$ cat src/rtl/wphg_pkg.sv
// wphg_pkg: shared types, codes and constants of the waypoint heading guidance block
// no dependencies; used by the channel interfaces and the top level
package wphg_pkg;

	typedef logic signed [15:0] coord_t;
	typedef logic signed [15:0] angle_t;
	typedef logic [1:0]         cmd_t;
	typedef logic [5:0]         route_t;

	// request types
	localparam logic REQ_LOAD = 1'b0;
	localparam logic REQ_POSE = 1'b1;

	// drive commands
	localparam cmd_t CMD_FORWARD  = 2'd0;
	localparam cmd_t CMD_BACKWARD = 2'd1;
	localparam cmd_t CMD_LEFT     = 2'd2;
	localparam cmd_t CMD_RIGHT    = 2'd3;

	// configuration register indexes
	localparam int  CFG_IDX_W          = 1;
	localparam int  CFG_DATA_W         = 16;
	localparam logic [CFG_IDX_W-1:0] CFG_CLOSE_DISTANCE = 1'd0;
	localparam logic [CFG_IDX_W-1:0] CFG_ROUTE_LENGTH   = 1'd1;

	localparam logic [15:0] CLOSE_DISTANCE_RST = 16'd461;
	localparam route_t      ROUTE_LENGTH_RST   = 6'd22;

	// sector edges: 30 and 150 degrees as 16-bit binary angles
	localparam angle_t SECTOR_NEAR = 16'sd5461;
	localparam angle_t SECTOR_FAR  = 16'sd27307;

	localparam int ATAN_ENTRIES = 24;

	// atan(2^-i) as 32-bit binary angles
	function automatic logic [31:0] atan_step(input logic [4:0] i);
		logic [31:0] a;
		case (i)
			5'd0:  a = 32'h2000_0000;
			5'd1:  a = 32'h12E4_051E;
			5'd2:  a = 32'h09FB_385B;
			5'd3:  a = 32'h0511_11D4;
			5'd4:  a = 32'h028B_0D43;
			5'd5:  a = 32'h0145_D7E1;
			5'd6:  a = 32'h00A2_F61E;
			5'd7:  a = 32'h0051_7C55;
			5'd8:  a = 32'h0028_BE53;
			5'd9:  a = 32'h0014_5F2F;
			5'd10: a = 32'h000A_2F98;
			5'd11: a = 32'h0005_17CC;
			5'd12: a = 32'h0002_8BE6;
			5'd13: a = 32'h0001_45F3;
			5'd14: a = 32'h0000_A2FA;
			5'd15: a = 32'h0000_517D;
			5'd16: a = 32'h0000_28BE;
			5'd17: a = 32'h0000_145F;
			5'd18: a = 32'h0000_0A30;
			5'd19: a = 32'h0000_0518;
			5'd20: a = 32'h0000_028C;
			5'd21: a = 32'h0000_0146;
			5'd22: a = 32'h0000_00A3;
			5'd23: a = 32'h0000_0051;
			default: a = 32'h0000_0000;
		endcase
		return a;
	endfunction

endpackage

$ cat src/rtl/wphg_intf.sv
// wphg_req_if and wphg_res_if: valid/ready channels for requests and results
// depends on wphg_pkg for payload types
interface wphg_req_if;
	logic            valid;
	logic            ready;
	logic            req_type;
	logic [4:0]      wp_slot;
	wphg_pkg::coord_t coord_x;
	wphg_pkg::coord_t coord_y;
	wphg_pkg::angle_t heading;

	modport source(output valid, req_type, wp_slot, coord_x, coord_y, heading, input ready);
	modport sink(input valid, req_type, wp_slot, coord_x, coord_y, heading, output ready);
endinterface

interface wphg_res_if;
	logic             valid;
	logic             ready;
	wphg_pkg::route_t route_pos;
	wphg_pkg::coord_t goal_x;
	wphg_pkg::coord_t goal_y;
	wphg_pkg::angle_t bearing;
	wphg_pkg::angle_t heading_error;
	wphg_pkg::cmd_t   command;
	logic             finished;

	modport source(output valid, route_pos, goal_x, goal_y, bearing, heading_error, command,
		finished, input ready);
	modport sink(input valid, route_pos, goal_x, goal_y, bearing, heading_error, command,
		finished, output ready);
endinterface

$ cat src/rtl/waypoint_heading_guidance.sv
// waypoint_heading_guidance: route follower with arrival check and cordic bearing, on wphg_pkg
// and the channel interfaces in wphg_intf.sv
// load request: written to the store, no result; pose request: arrival check, then the
// CORDIC_STEPS passes of the shift-add unit, then rounding and sector pick; no y offset
// skips the passes, the last waypoint or a finished route skips them too; one at a time
// arst_n clears position, finished flag and sequencer, loads register defaults; store not cleared
module waypoint_heading_guidance #(
	parameter int MAX_WAYPOINTS = 32,
	parameter int CORDIC_STEPS  = 16
) (
	input  logic                               clk,
	input  logic                               arst_n,
	wphg_req_if.sink                           req,
	wphg_res_if.source                         res,
	input  logic                               cfg_we,
	input  logic [wphg_pkg::CFG_IDX_W-1:0]     cfg_index,
	input  logic [wphg_pkg::CFG_DATA_W-1:0]    cfg_data
);

	localparam int IDX_W  = $clog2(MAX_WAYPOINTS);
	localparam int STEP_W = (CORDIC_STEPS > 1) ? $clog2(CORDIC_STEPS) : 1;

	// sequencer states
	localparam logic [3:0] S_IDLE   = 4'd0;
	localparam logic [3:0] S_FETCH  = 4'd1;   // store data ready, offset to target
	localparam logic [3:0] S_SQX    = 4'd2;   // dx squared
	localparam logic [3:0] S_SQY    = 4'd3;   // dy squared
	localparam logic [3:0] S_SQR    = 4'd4;   // radius squared, sum of offsets
	localparam logic [3:0] S_CMP    = 4'd5;   // arrival check, advance
	localparam logic [3:0] S_REREAD = 4'd6;   // store read at the new position
	localparam logic [3:0] S_SETUP  = 4'd7;   // cordic start vector
	localparam logic [3:0] S_CORD   = 4'd8;   // one rotation per cycle
	localparam logic [3:0] S_FIN    = 4'd9;   // rounding, wrap, sector
	localparam logic [3:0] S_EMIT   = 4'd10;  // hand result to the output register

	logic [3:0] state_q;

	// configuration
	logic [15:0]      close_q;
	wphg_pkg::route_t route_len_q;
	wphg_pkg::route_t len_eff;

	// route progress
	wphg_pkg::route_t route_idx_q;
	logic             done_q;

	// waypoint store: y in the high half, x in the low half
	logic [31:0]      wp_mem [MAX_WAYPOINTS];
	logic [31:0]      rd_q;
	logic             mem_we;

	// pose request
	wphg_pkg::coord_t px_q, py_q;
	wphg_pkg::angle_t hd_q;

	// distance check
	logic signed [16:0] dx_q, dy_q;
	logic signed [16:0] sq_op;
	logic signed [33:0] sq_full;
	logic [31:0]        p_q;
	logic [32:0]        acc_q;

	// cordic unit
	logic signed [27:0] x_q, y_q;
	logic [31:0]        z_q;
	logic [STEP_W-1:0]  step_q;
	logic signed [27:0] xs, ys;
	logic [31:0]        atan_a;

	// target offset from the store word
	wphg_pkg::coord_t   tx, ty;
	logic signed [16:0] off_x, off_y;
	logic signed [16:0] abs_x, rot_y;
	logic signed [27:0] ext_x, ext_y;

	// result staging
	wphg_pkg::coord_t goal_x_q, goal_y_q;
	wphg_pkg::angle_t brg_q, err_q;
	wphg_pkg::cmd_t   cmd_q;
	logic [31:0]      z_round;
	wphg_pkg::angle_t brg_c, err_c;
	wphg_pkg::cmd_t   cmd_c;

	// output register
	logic             res_valid_q;
	wphg_pkg::route_t o_pos_q;
	wphg_pkg::coord_t o_gx_q, o_gy_q;
	wphg_pkg::angle_t o_brg_q, o_err_q;
	wphg_pkg::cmd_t   o_cmd_q;
	logic             o_fin_q;

	logic req_fire, emit_go;

	assign req.ready = (state_q == S_IDLE);
	assign req_fire  = req.valid && req.ready;
	assign emit_go   = (state_q == S_EMIT) && (!res_valid_q || res.ready);

	// effective route length: zero reads as one, capped at the store depth
	always_comb begin
		if (route_len_q == 6'd0) begin
			len_eff = 6'd1;
		end else if (int'(route_len_q) > MAX_WAYPOINTS) begin
			len_eff = 6'(MAX_WAYPOINTS);
		end else begin
			len_eff = route_len_q;
		end
	end

	// configuration writes
	always_ff @(posedge clk or negedge arst_n) begin
		if (!arst_n) begin
			close_q     <= wphg_pkg::CLOSE_DISTANCE_RST;
			route_len_q <= wphg_pkg::ROUTE_LENGTH_RST;
		end else if (cfg_we) begin
			case (cfg_index)
				wphg_pkg::CFG_CLOSE_DISTANCE: close_q     <= cfg_data;
				wphg_pkg::CFG_ROUTE_LENGTH:   route_len_q <= cfg_data[5:0];
				default: ;
			endcase
		end
	end

	// store: one write port for load requests, registered read at the route position
	assign mem_we = req_fire && (req.req_type == wphg_pkg::REQ_LOAD)
		&& (int'(req.wp_slot) < MAX_WAYPOINTS);

	always_ff @(posedge clk) begin
		if (mem_we) begin
			wp_mem[IDX_W'(req.wp_slot)] <= {req.coord_y, req.coord_x};
		end
		rd_q <= wp_mem[IDX_W'(route_idx_q)];
	end

	// offset from pose to the waypoint just read
	assign tx    = rd_q[15:0];
	assign ty    = rd_q[31:16];
	assign off_x = 17'(tx) - 17'(px_q);
	assign off_y = 17'(ty) - 17'(py_q);

	// fold the left half-plane onto the right, start at half a turn
	assign abs_x = off_x[16] ? -off_x : off_x;
	assign rot_y = off_x[16] ? -off_y : off_y;
	assign ext_x = 28'(abs_x);
	assign ext_y = 28'(rot_y);

	// shared squarer for dx, dy and the arrival radius
	always_comb begin
		case (state_q)
			S_SQX:   sq_op = dx_q;
			S_SQY:   sq_op = dy_q;
			default: sq_op = $signed({1'b0, close_q});
		endcase
	end
	assign sq_full = sq_op * sq_op;

	// cordic rotation: floor shifts of the current vector
	assign xs     = x_q >>> step_q;
	assign ys     = y_q >>> step_q;
	assign atan_a = wphg_pkg::atan_step(5'(step_q));

	// round the 32-bit angle to 16 bits, wrap the error, pick the sector
	assign z_round = z_q + 32'h0000_8000;
	assign brg_c   = z_round[31:16];
	assign err_c   = brg_c - hd_q;

	always_comb begin
		if (err_c > -wphg_pkg::SECTOR_NEAR && err_c < wphg_pkg::SECTOR_NEAR) begin
			cmd_c = wphg_pkg::CMD_FORWARD;
		end else if (err_c >= -wphg_pkg::SECTOR_FAR && err_c <= -wphg_pkg::SECTOR_NEAR) begin
			cmd_c = wphg_pkg::CMD_RIGHT;
		end else if (err_c >= wphg_pkg::SECTOR_NEAR && err_c <= wphg_pkg::SECTOR_FAR) begin
			cmd_c = wphg_pkg::CMD_LEFT;
		end else begin
			cmd_c = wphg_pkg::CMD_BACKWARD;
		end
	end

	// sequencer and route progress
	always_ff @(posedge clk or negedge arst_n) begin
		if (!arst_n) begin
			state_q     <= S_IDLE;
			route_idx_q <= '0;
			done_q      <= 1'b0;
			step_q      <= '0;
		end else begin
			case (state_q)
				S_IDLE: begin
					if (req_fire && req.req_type == wphg_pkg::REQ_POSE) begin
						// route shortened below the current position
						if (!done_q && route_idx_q >= len_eff) begin
							done_q <= 1'b1;
						end
						state_q <= S_FETCH;
					end
				end
				S_FETCH: begin
					state_q <= done_q ? S_EMIT : S_SQX;
				end
				S_SQX: begin
					state_q <= S_SQY;
				end
				S_SQY: begin
					state_q <= S_SQR;
				end
				S_SQR: begin
					state_q <= S_CMP;
				end
				S_CMP: begin
					if (acc_q < {1'b0, p_q}) begin
						route_idx_q <= route_idx_q + 6'd1;
						if (route_idx_q + 6'd1 >= len_eff) begin
							done_q <= 1'b1;
						end
					end
					state_q <= S_REREAD;
				end
				S_REREAD: begin
					state_q <= S_SETUP;
				end
				S_SETUP: begin
					step_q <= '0;
					if (done_q) begin
						state_q <= S_EMIT;
					end else if (off_y == 17'sd0) begin
						// on target or straight along x: no rotation needed
						state_q <= S_FIN;
					end else begin
						state_q <= S_CORD;
					end
				end
				S_CORD: begin
					step_q <= step_q + STEP_W'(1);
					if (step_q == STEP_W'(CORDIC_STEPS - 1)) begin
						state_q <= S_FIN;
					end
				end
				S_FIN: begin
					state_q <= S_EMIT;
				end
				S_EMIT: begin
					if (emit_go) begin
						state_q <= S_IDLE;
					end
				end
				default: state_q <= S_IDLE;
			endcase
		end
	end

	// datapath registers
	always_ff @(posedge clk) begin
		if (req_fire) begin
			px_q <= req.coord_x;
			py_q <= req.coord_y;
			hd_q <= req.heading;
		end
		case (state_q)
			S_FETCH: begin
				dx_q <= off_x;
				dy_q <= off_y;
			end
			S_SQX: begin
				p_q <= sq_full[31:0];
			end
			S_SQY: begin
				p_q   <= sq_full[31:0];
				acc_q <= {1'b0, p_q};
			end
			S_SQR: begin
				p_q   <= sq_full[31:0];
				acc_q <= acc_q + {1'b0, p_q};
			end
			S_SETUP: begin
				goal_x_q <= tx;
				goal_y_q <= ty;
				x_q      <= ext_x <<< 8;
				y_q      <= ext_y <<< 8;
				// a zero offset has bearing zero even though it is not folded
				z_q      <= off_x[16] ? 32'h8000_0000 : 32'h0000_0000;
			end
			S_CORD: begin
				if (y_q > 28'sd0) begin
					x_q <= x_q + ys;
					y_q <= y_q - xs;
					z_q <= z_q + atan_a;
				end else begin
					x_q <= x_q - ys;
					y_q <= y_q + xs;
					z_q <= z_q - atan_a;
				end
			end
			S_FIN: begin
				brg_q <= brg_c;
				err_q <= err_c;
				cmd_q <= cmd_c;
			end
			default: ;
		endcase
	end

	// output register: holds one result until the sink takes it
	always_ff @(posedge clk or negedge arst_n) begin
		if (!arst_n) begin
			res_valid_q <= 1'b0;
		end else if (emit_go) begin
			res_valid_q <= 1'b1;
		end else if (res.ready) begin
			res_valid_q <= 1'b0;
		end
	end

	always_ff @(posedge clk) begin
		if (emit_go) begin
			if (done_q) begin
				o_pos_q <= len_eff;
				o_gx_q  <= '0;
				o_gy_q  <= '0;
				o_brg_q <= '0;
				o_err_q <= '0;
				o_cmd_q <= wphg_pkg::CMD_FORWARD;
				o_fin_q <= 1'b1;
			end else begin
				o_pos_q <= route_idx_q;
				o_gx_q  <= goal_x_q;
				o_gy_q  <= goal_y_q;
				o_brg_q <= brg_q;
				o_err_q <= err_q;
				o_cmd_q <= cmd_q;
				o_fin_q <= 1'b0;
			end
		end
	end

	assign res.valid         = res_valid_q;
	assign res.route_pos     = o_pos_q;
	assign res.goal_x        = o_gx_q;
	assign res.goal_y        = o_gy_q;
	assign res.bearing       = o_brg_q;
	assign res.heading_error = o_err_q;
	assign res.command       = o_cmd_q;
	assign res.finished      = o_fin_q;

endmodule
$ cat src/flat_wrapper.sv
// flat-port wrapper written by rule: the top's interface ports become plain ports
module waypoint_heading_guidance_flat 
#(
	parameter int MAX_WAYPOINTS = 32,
	parameter int CORDIC_STEPS  = 16
)
  (clk, arst_n, cfg_we, cfg_index, cfg_data, req_valid, req_req_type, req_wp_slot, req_coord_x, req_coord_y, req_heading, req_ready, res_valid, res_route_pos, res_goal_x, res_goal_y, res_bearing, res_heading_error, res_command, res_finished, res_ready);
  wphg_req_if req_i ();
  wphg_res_if res_i ();
  input  logic clk;
  input  logic arst_n;
  input  logic cfg_we;
  input  logic [wphg_pkg::CFG_IDX_W-1:0] cfg_index;
  input  logic [wphg_pkg::CFG_DATA_W-1:0] cfg_data;
  input wire logic [$bits(req_i.valid)-1:0] req_valid;
  input wire logic [$bits(req_i.req_type)-1:0] req_req_type;
  input wire logic [$bits(req_i.wp_slot)-1:0] req_wp_slot;
  input wire logic [$bits(req_i.coord_x)-1:0] req_coord_x;
  input wire logic [$bits(req_i.coord_y)-1:0] req_coord_y;
  input wire logic [$bits(req_i.heading)-1:0] req_heading;
  output wire logic [$bits(req_i.ready)-1:0] req_ready;
  output wire logic [$bits(res_i.valid)-1:0] res_valid;
  output wire logic [$bits(res_i.route_pos)-1:0] res_route_pos;
  output wire logic [$bits(res_i.goal_x)-1:0] res_goal_x;
  output wire logic [$bits(res_i.goal_y)-1:0] res_goal_y;
  output wire logic [$bits(res_i.bearing)-1:0] res_bearing;
  output wire logic [$bits(res_i.heading_error)-1:0] res_heading_error;
  output wire logic [$bits(res_i.command)-1:0] res_command;
  output wire logic [$bits(res_i.finished)-1:0] res_finished;
  input wire logic [$bits(res_i.ready)-1:0] res_ready;
  assign req_i.valid = req_valid;
  assign req_i.req_type = req_req_type;
  assign req_i.wp_slot = req_wp_slot;
  assign req_i.coord_x = req_coord_x;
  assign req_i.coord_y = req_coord_y;
  assign req_i.heading = req_heading;
  assign req_ready = req_i.ready;
  assign res_valid = res_i.valid;
  assign res_route_pos = res_i.route_pos;
  assign res_goal_x = res_i.goal_x;
  assign res_goal_y = res_i.goal_y;
  assign res_bearing = res_i.bearing;
  assign res_heading_error = res_i.heading_error;
  assign res_command = res_i.command;
  assign res_finished = res_i.finished;
  assign res_i.ready = res_ready;
  waypoint_heading_guidance #(.MAX_WAYPOINTS(MAX_WAYPOINTS), .CORDIC_STEPS(CORDIC_STEPS)) u_core (.clk(clk), .arst_n(arst_n), .req(req_i), .res(res_i), .cfg_we(cfg_we), .cfg_index(cfg_index), .cfg_data(cfg_data));
endmodule
$ cat config.mk
export PLATFORM = sky130hd
export DESIGN_NAME = waypoint_heading_guidance_flat
export DESIGN_NICKNAME = d
export VERILOG_FILES = /design/src/rtl/wphg_pkg.sv /design/src/rtl/wphg_intf.sv /design/src/rtl/waypoint_heading_guidance.sv /design/src/flat_wrapper.sv
export SDC_FILE = /design/constraint.sdc
export NUM_CORES = 2
export LEC_CHECK = 0
export ABC_AREA = 1
export BUFFER_PORTS_ARGS = -buffer_cell sky130_fd_sc_hd__buf_4
export CORE_UTILIZATION = 55
export CTS_BUF_LIST = sky130_fd_sc_hd__clkbuf_16
export CTS_CLUSTER_DIAMETER = 100
export CTS_CLUSTER_SIZE = 25
export DETAILED_ROUTE_END_ITERATION = 8
export HOLD_SLACK_MARGIN = 0.1
export MAX_ROUTING_LAYER = met4
export PLACE_DENSITY = 0.74
export SLEW_MARGIN = 20
export SYNTH_ARGS = -nofsm -noshare
export SYNTH_HDL_FRONTEND = slang
export SYNTH_SLANG_ARGS = --single-unit
$ cat constraint.sdc
create_clock -name clk -period 11.45 [get_ports clk]
set_input_delay 1.7175 -clock clk [delete_from_list [all_inputs] [get_ports clk]]
set_output_delay 1.7175 -clock clk [all_outputs]
set_load 0.02 [all_outputs]
==> qor.txt <==
Share of the synthesized area in the top cell type -> 0.520
Slew Limit Fails -> 0
Ys flop type -> edfxtp_1
GRT Util Overall -> 0.305
Row count -> 140
Via count -> 59386
Nets -> 8635
Final setup vio count -> 0
Register area share after synthesis -> 0.540
Max_slew headroom -> 0.291
Max Cap Viol -> 0
Placed insts -> 9836
Worst skew pair latency -> 0.75 ns
Overall routed net length -> 222000 um
Crit share post-route -> 0.704
RSZ-0062 raised after global routing -> false
Post-synth cell types -> 68
CTS tree -> built
I/O Buffers -> 150
Top-count cell post-synth -> edfxtp_1
Top cells by count, synth -> edfxtp_1 (1397), nand2_1 (1158), nor2_1 (1030)
Mapped Nets -> 8654
Core Footprint -> 146000 um^2
Crit path arrival time -> 8.55 ns
Vias in the first global route -> 56693
Cts repair resizes -> 0
Post CTS Setup Buffer Count -> 0
1st-iter DRT viols -> 6576
Clock skew -> 0.0427 ns
H-tree depth -> 3
Run status -> completed
Worst-margin pin slew -> 1.06 ns
Die Y -> 385 um
DIE AREA -> 148000 um^2
Finished Layout Cells -> 9982
Routed Antenna Nets -> 0
Inserted Clock Buffers -> 74
Main area contributors after synthesis -> edfxtp_1 (52%), fa_1 (6.5%), nand2_1 (5.4%)
Area Growth Syn to Fin -> 6.81%
GP Congestion -> 0.967
Clock root cell -> clkbuf_16
Worst path top cell family by delay -> adder cells
Worst path slowest cell -> nor2_2
Post-synth EDFFs -> 1397
Gate count of the mapped netlist -> 8014
CP Buf/Inv Count -> 7
Initial antenna violation count -> 16
I/O pin total -> 151
Total grt overflow -> 0
Crit end category -> register
Fin crit period -> 8.06 ns
TritonRoute pass-1 iters -> 6
Max incr delay on CP -> 0.66 ns
Die span in x -> 385 um
Crit-path max FO -> 19
Post-CTS Hold Fix Bufs -> 0
Final HPWL DP -> 146000 um
CTS Buffer Depth -> 3
Final hold violations -> 0
Avg Cell Area, Syn -> 10.1 um^2
Asr flop ratio synth -> 0.0259
Setup TNS -> 0 ns
Register bit total from synthesis -> 1467
Largest net degree at the start of global routing -> 196
Clock slew at reported path FFs -> 0.11 ns
# DRC -> 0
Required @ worst endpoint -> 11.94 ns
Share of cells above drive strength 1 -> 0.0613
Via density -> 5.95
Synth Warn # -> 0
Biggest area consumer among synthesized cells -> edfxtp_1
Clk sinks -> 1467
Post-layout util -> 0.591
Min-Delay Path Class -> reg2reg
Post-Syn Area -> 80600 um^2
Max Clk Rate -> 124 MHz
Initial core utilization -> 0.554
Worst setup SP type -> register
WL/cell -> 22.2 um
Kind of critical path -> reg2reg
First-pass GRT wire length -> 335000 um
[cell type report]
class	count	area, um^2
Antenna cell	9	22.5
Clock buffer	75	1880
Clock inverter	62	512
Fill cell	12044	59500
Inverter	988	3730
Multi-Input combinational cell	5236	32200
Sequential cell	1467	43600
Tap cell	1917	2400
Timing Repair Buffer	228	1750
[sequential cells by signal (all words and copies together), names as in the netlist, 6 cells and up]
signal and cells:
u_core.wp_mem 1024, u_core.acc_q 33, u_core.rd_q 32, u_core.z_q 32
u_core.p_q 31, u_core.x_q 28, u_core.y_q 28, u_core.dx_q 17
u_core.dy_q 17, u_core.brg_q 16, u_core.close_q 16, u_core.err_q 16
u_core.goal_x_q 16, u_core.goal_y_q 16, u_core.hd_q 16, u_core.px_q 16
u_core.py_q 16, u_core.res.bearing 16, u_core.res.goal_x 16, u_core.res.goal_y 16
u_core.res.heading_error 16, u_core.res.route_pos 6, u_core.route_idx_q 6, u_core.route_len_q 6
[per-layer routing]
| layer | global-route usage | vias to the layer above | part of all wire |
|---|---|---|---|
| li1 | - | 27450 | - |
| met4 | 0.0983 | 0 | 0.035 |
| met5 | - | - | 0 |
| met3 | 0.0425 | 445 | 0.089 |
| met2 | 0.486 | 2798 | 0.47 |
| met1 | 0.405 | 28693 | 0.40 |
[placed cells by master, fill, tap and decap left out, types with 8 or more instances in the layout]
cell type  count
o21ai_1       31
a21o_1        17
nor2_4        43
nor2_1       990
clkbuf_16     75
inv_1        993
nand3b_1       8
o21bai_1      21
o21a_1        32
nand4_1       72
dfrtp_1       23
nor3_1        52
nand3_1      433
edfxtp_1    1397
buf_4        224
xor2_1       137
a221oi_1      14
xnor2_1       59
ha_1         303
o22ai_1      170
nor3_2         8
a21oi_1      317
fa_1         261
o221ai_1      98
o21ai_0      814
inv_2         26
or2_2          8
mux2_2        10
nand2_2       13
diode_2        9
o211ai_1      49
dfstp_2        9
nor2_2        16
dfxtp_1       32
nand2_1     1157
nor4_1        21
a31oi_1       17
a21boi_0       8
[kinds of logic after synthesis]
kind of cell             Yosys count  synth area share
multiplexers                      11           0.00152
flip-flops                      1467             0.540
AO/OA/AOI/OAI                   1623             0.115
buffers and inverters           1311            0.0635
adder cells (fa/ha/maj)          564             0.112
AND/OR/NAND/NOR                 2841             0.146
XOR/XNOR                         197            0.0215
[worst reg2reg max path, cell delays in order, from the launching register on]
cell and delay (ns):
dfrtp_1 0.50, nand2_1 0.19, nor2_2 0.66, inv_1 0.19, o22ai_2 0.18, buf_4 0.26
inv_1 0.33, nor2_1 0.37, inv_1 0.11, fa_1 0.50, fa_1 0.53, fa_1 0.52
inv_1 0.06, fa_1 0.49, fa_1 0.49, inv_1 0.05, fa_1 0.47, inv_1 0.04
ha_1 0.33, nand2_1 0.13, nor4_1 0.60, nand4_1 0.20, nand3_1 0.23, a21o_1 0.17
a31oi_1 0.09, xnor2_1 0.13
[per-stage QoR]
step                hold WS (ns)  instance area, um^2  setup slack, ns
finish                     0.447                86100             3.39
global placement           0.422                83700             3.70
CTS                        0.456                86100             3.43
floorplan                  0.408                80600             4.76
detailed placement         0.442                83700             3.47
global route               0.472                86100             2.86
[final timing paths]
kind / start / end / slack (ns) / depth (start not counted)
worst max-delay path: u_core.state_q[0]$_DFFE_PN0P_ / u_core.p_q[28]$_DFFE_PP_ / 3.39 / 25
worst min-delay path: u_core.rd_q[31]$_DFF_P_ / u_core.goal_y_q[15]$_DFFE_PP_ / 0.45 / 0
worst max register to register: u_core.state_q[0]$_DFFE_PN0P_ / u_core.p_q[28]$_DFFE_PP_ / 3.39 / 25
worst min register to register: u_core.rd_q[31]$_DFF_P_ / u_core.goal_y_q[15]$_DFFE_PP_ / 0.45 / 0
max in group asynchronous: arst_n / u_core.route_idx_q[1]$_DFFE_PN0P_ / 9.95 / 1
min in group asynchronous: arst_n / u_core.close_q[10]$_DFFE_PN0P_ / 0.99 / 1
Power is left out: the tool's default activity adds up to more than one toggle a clock period on the data nets, which glitch-free logic cannot reach.
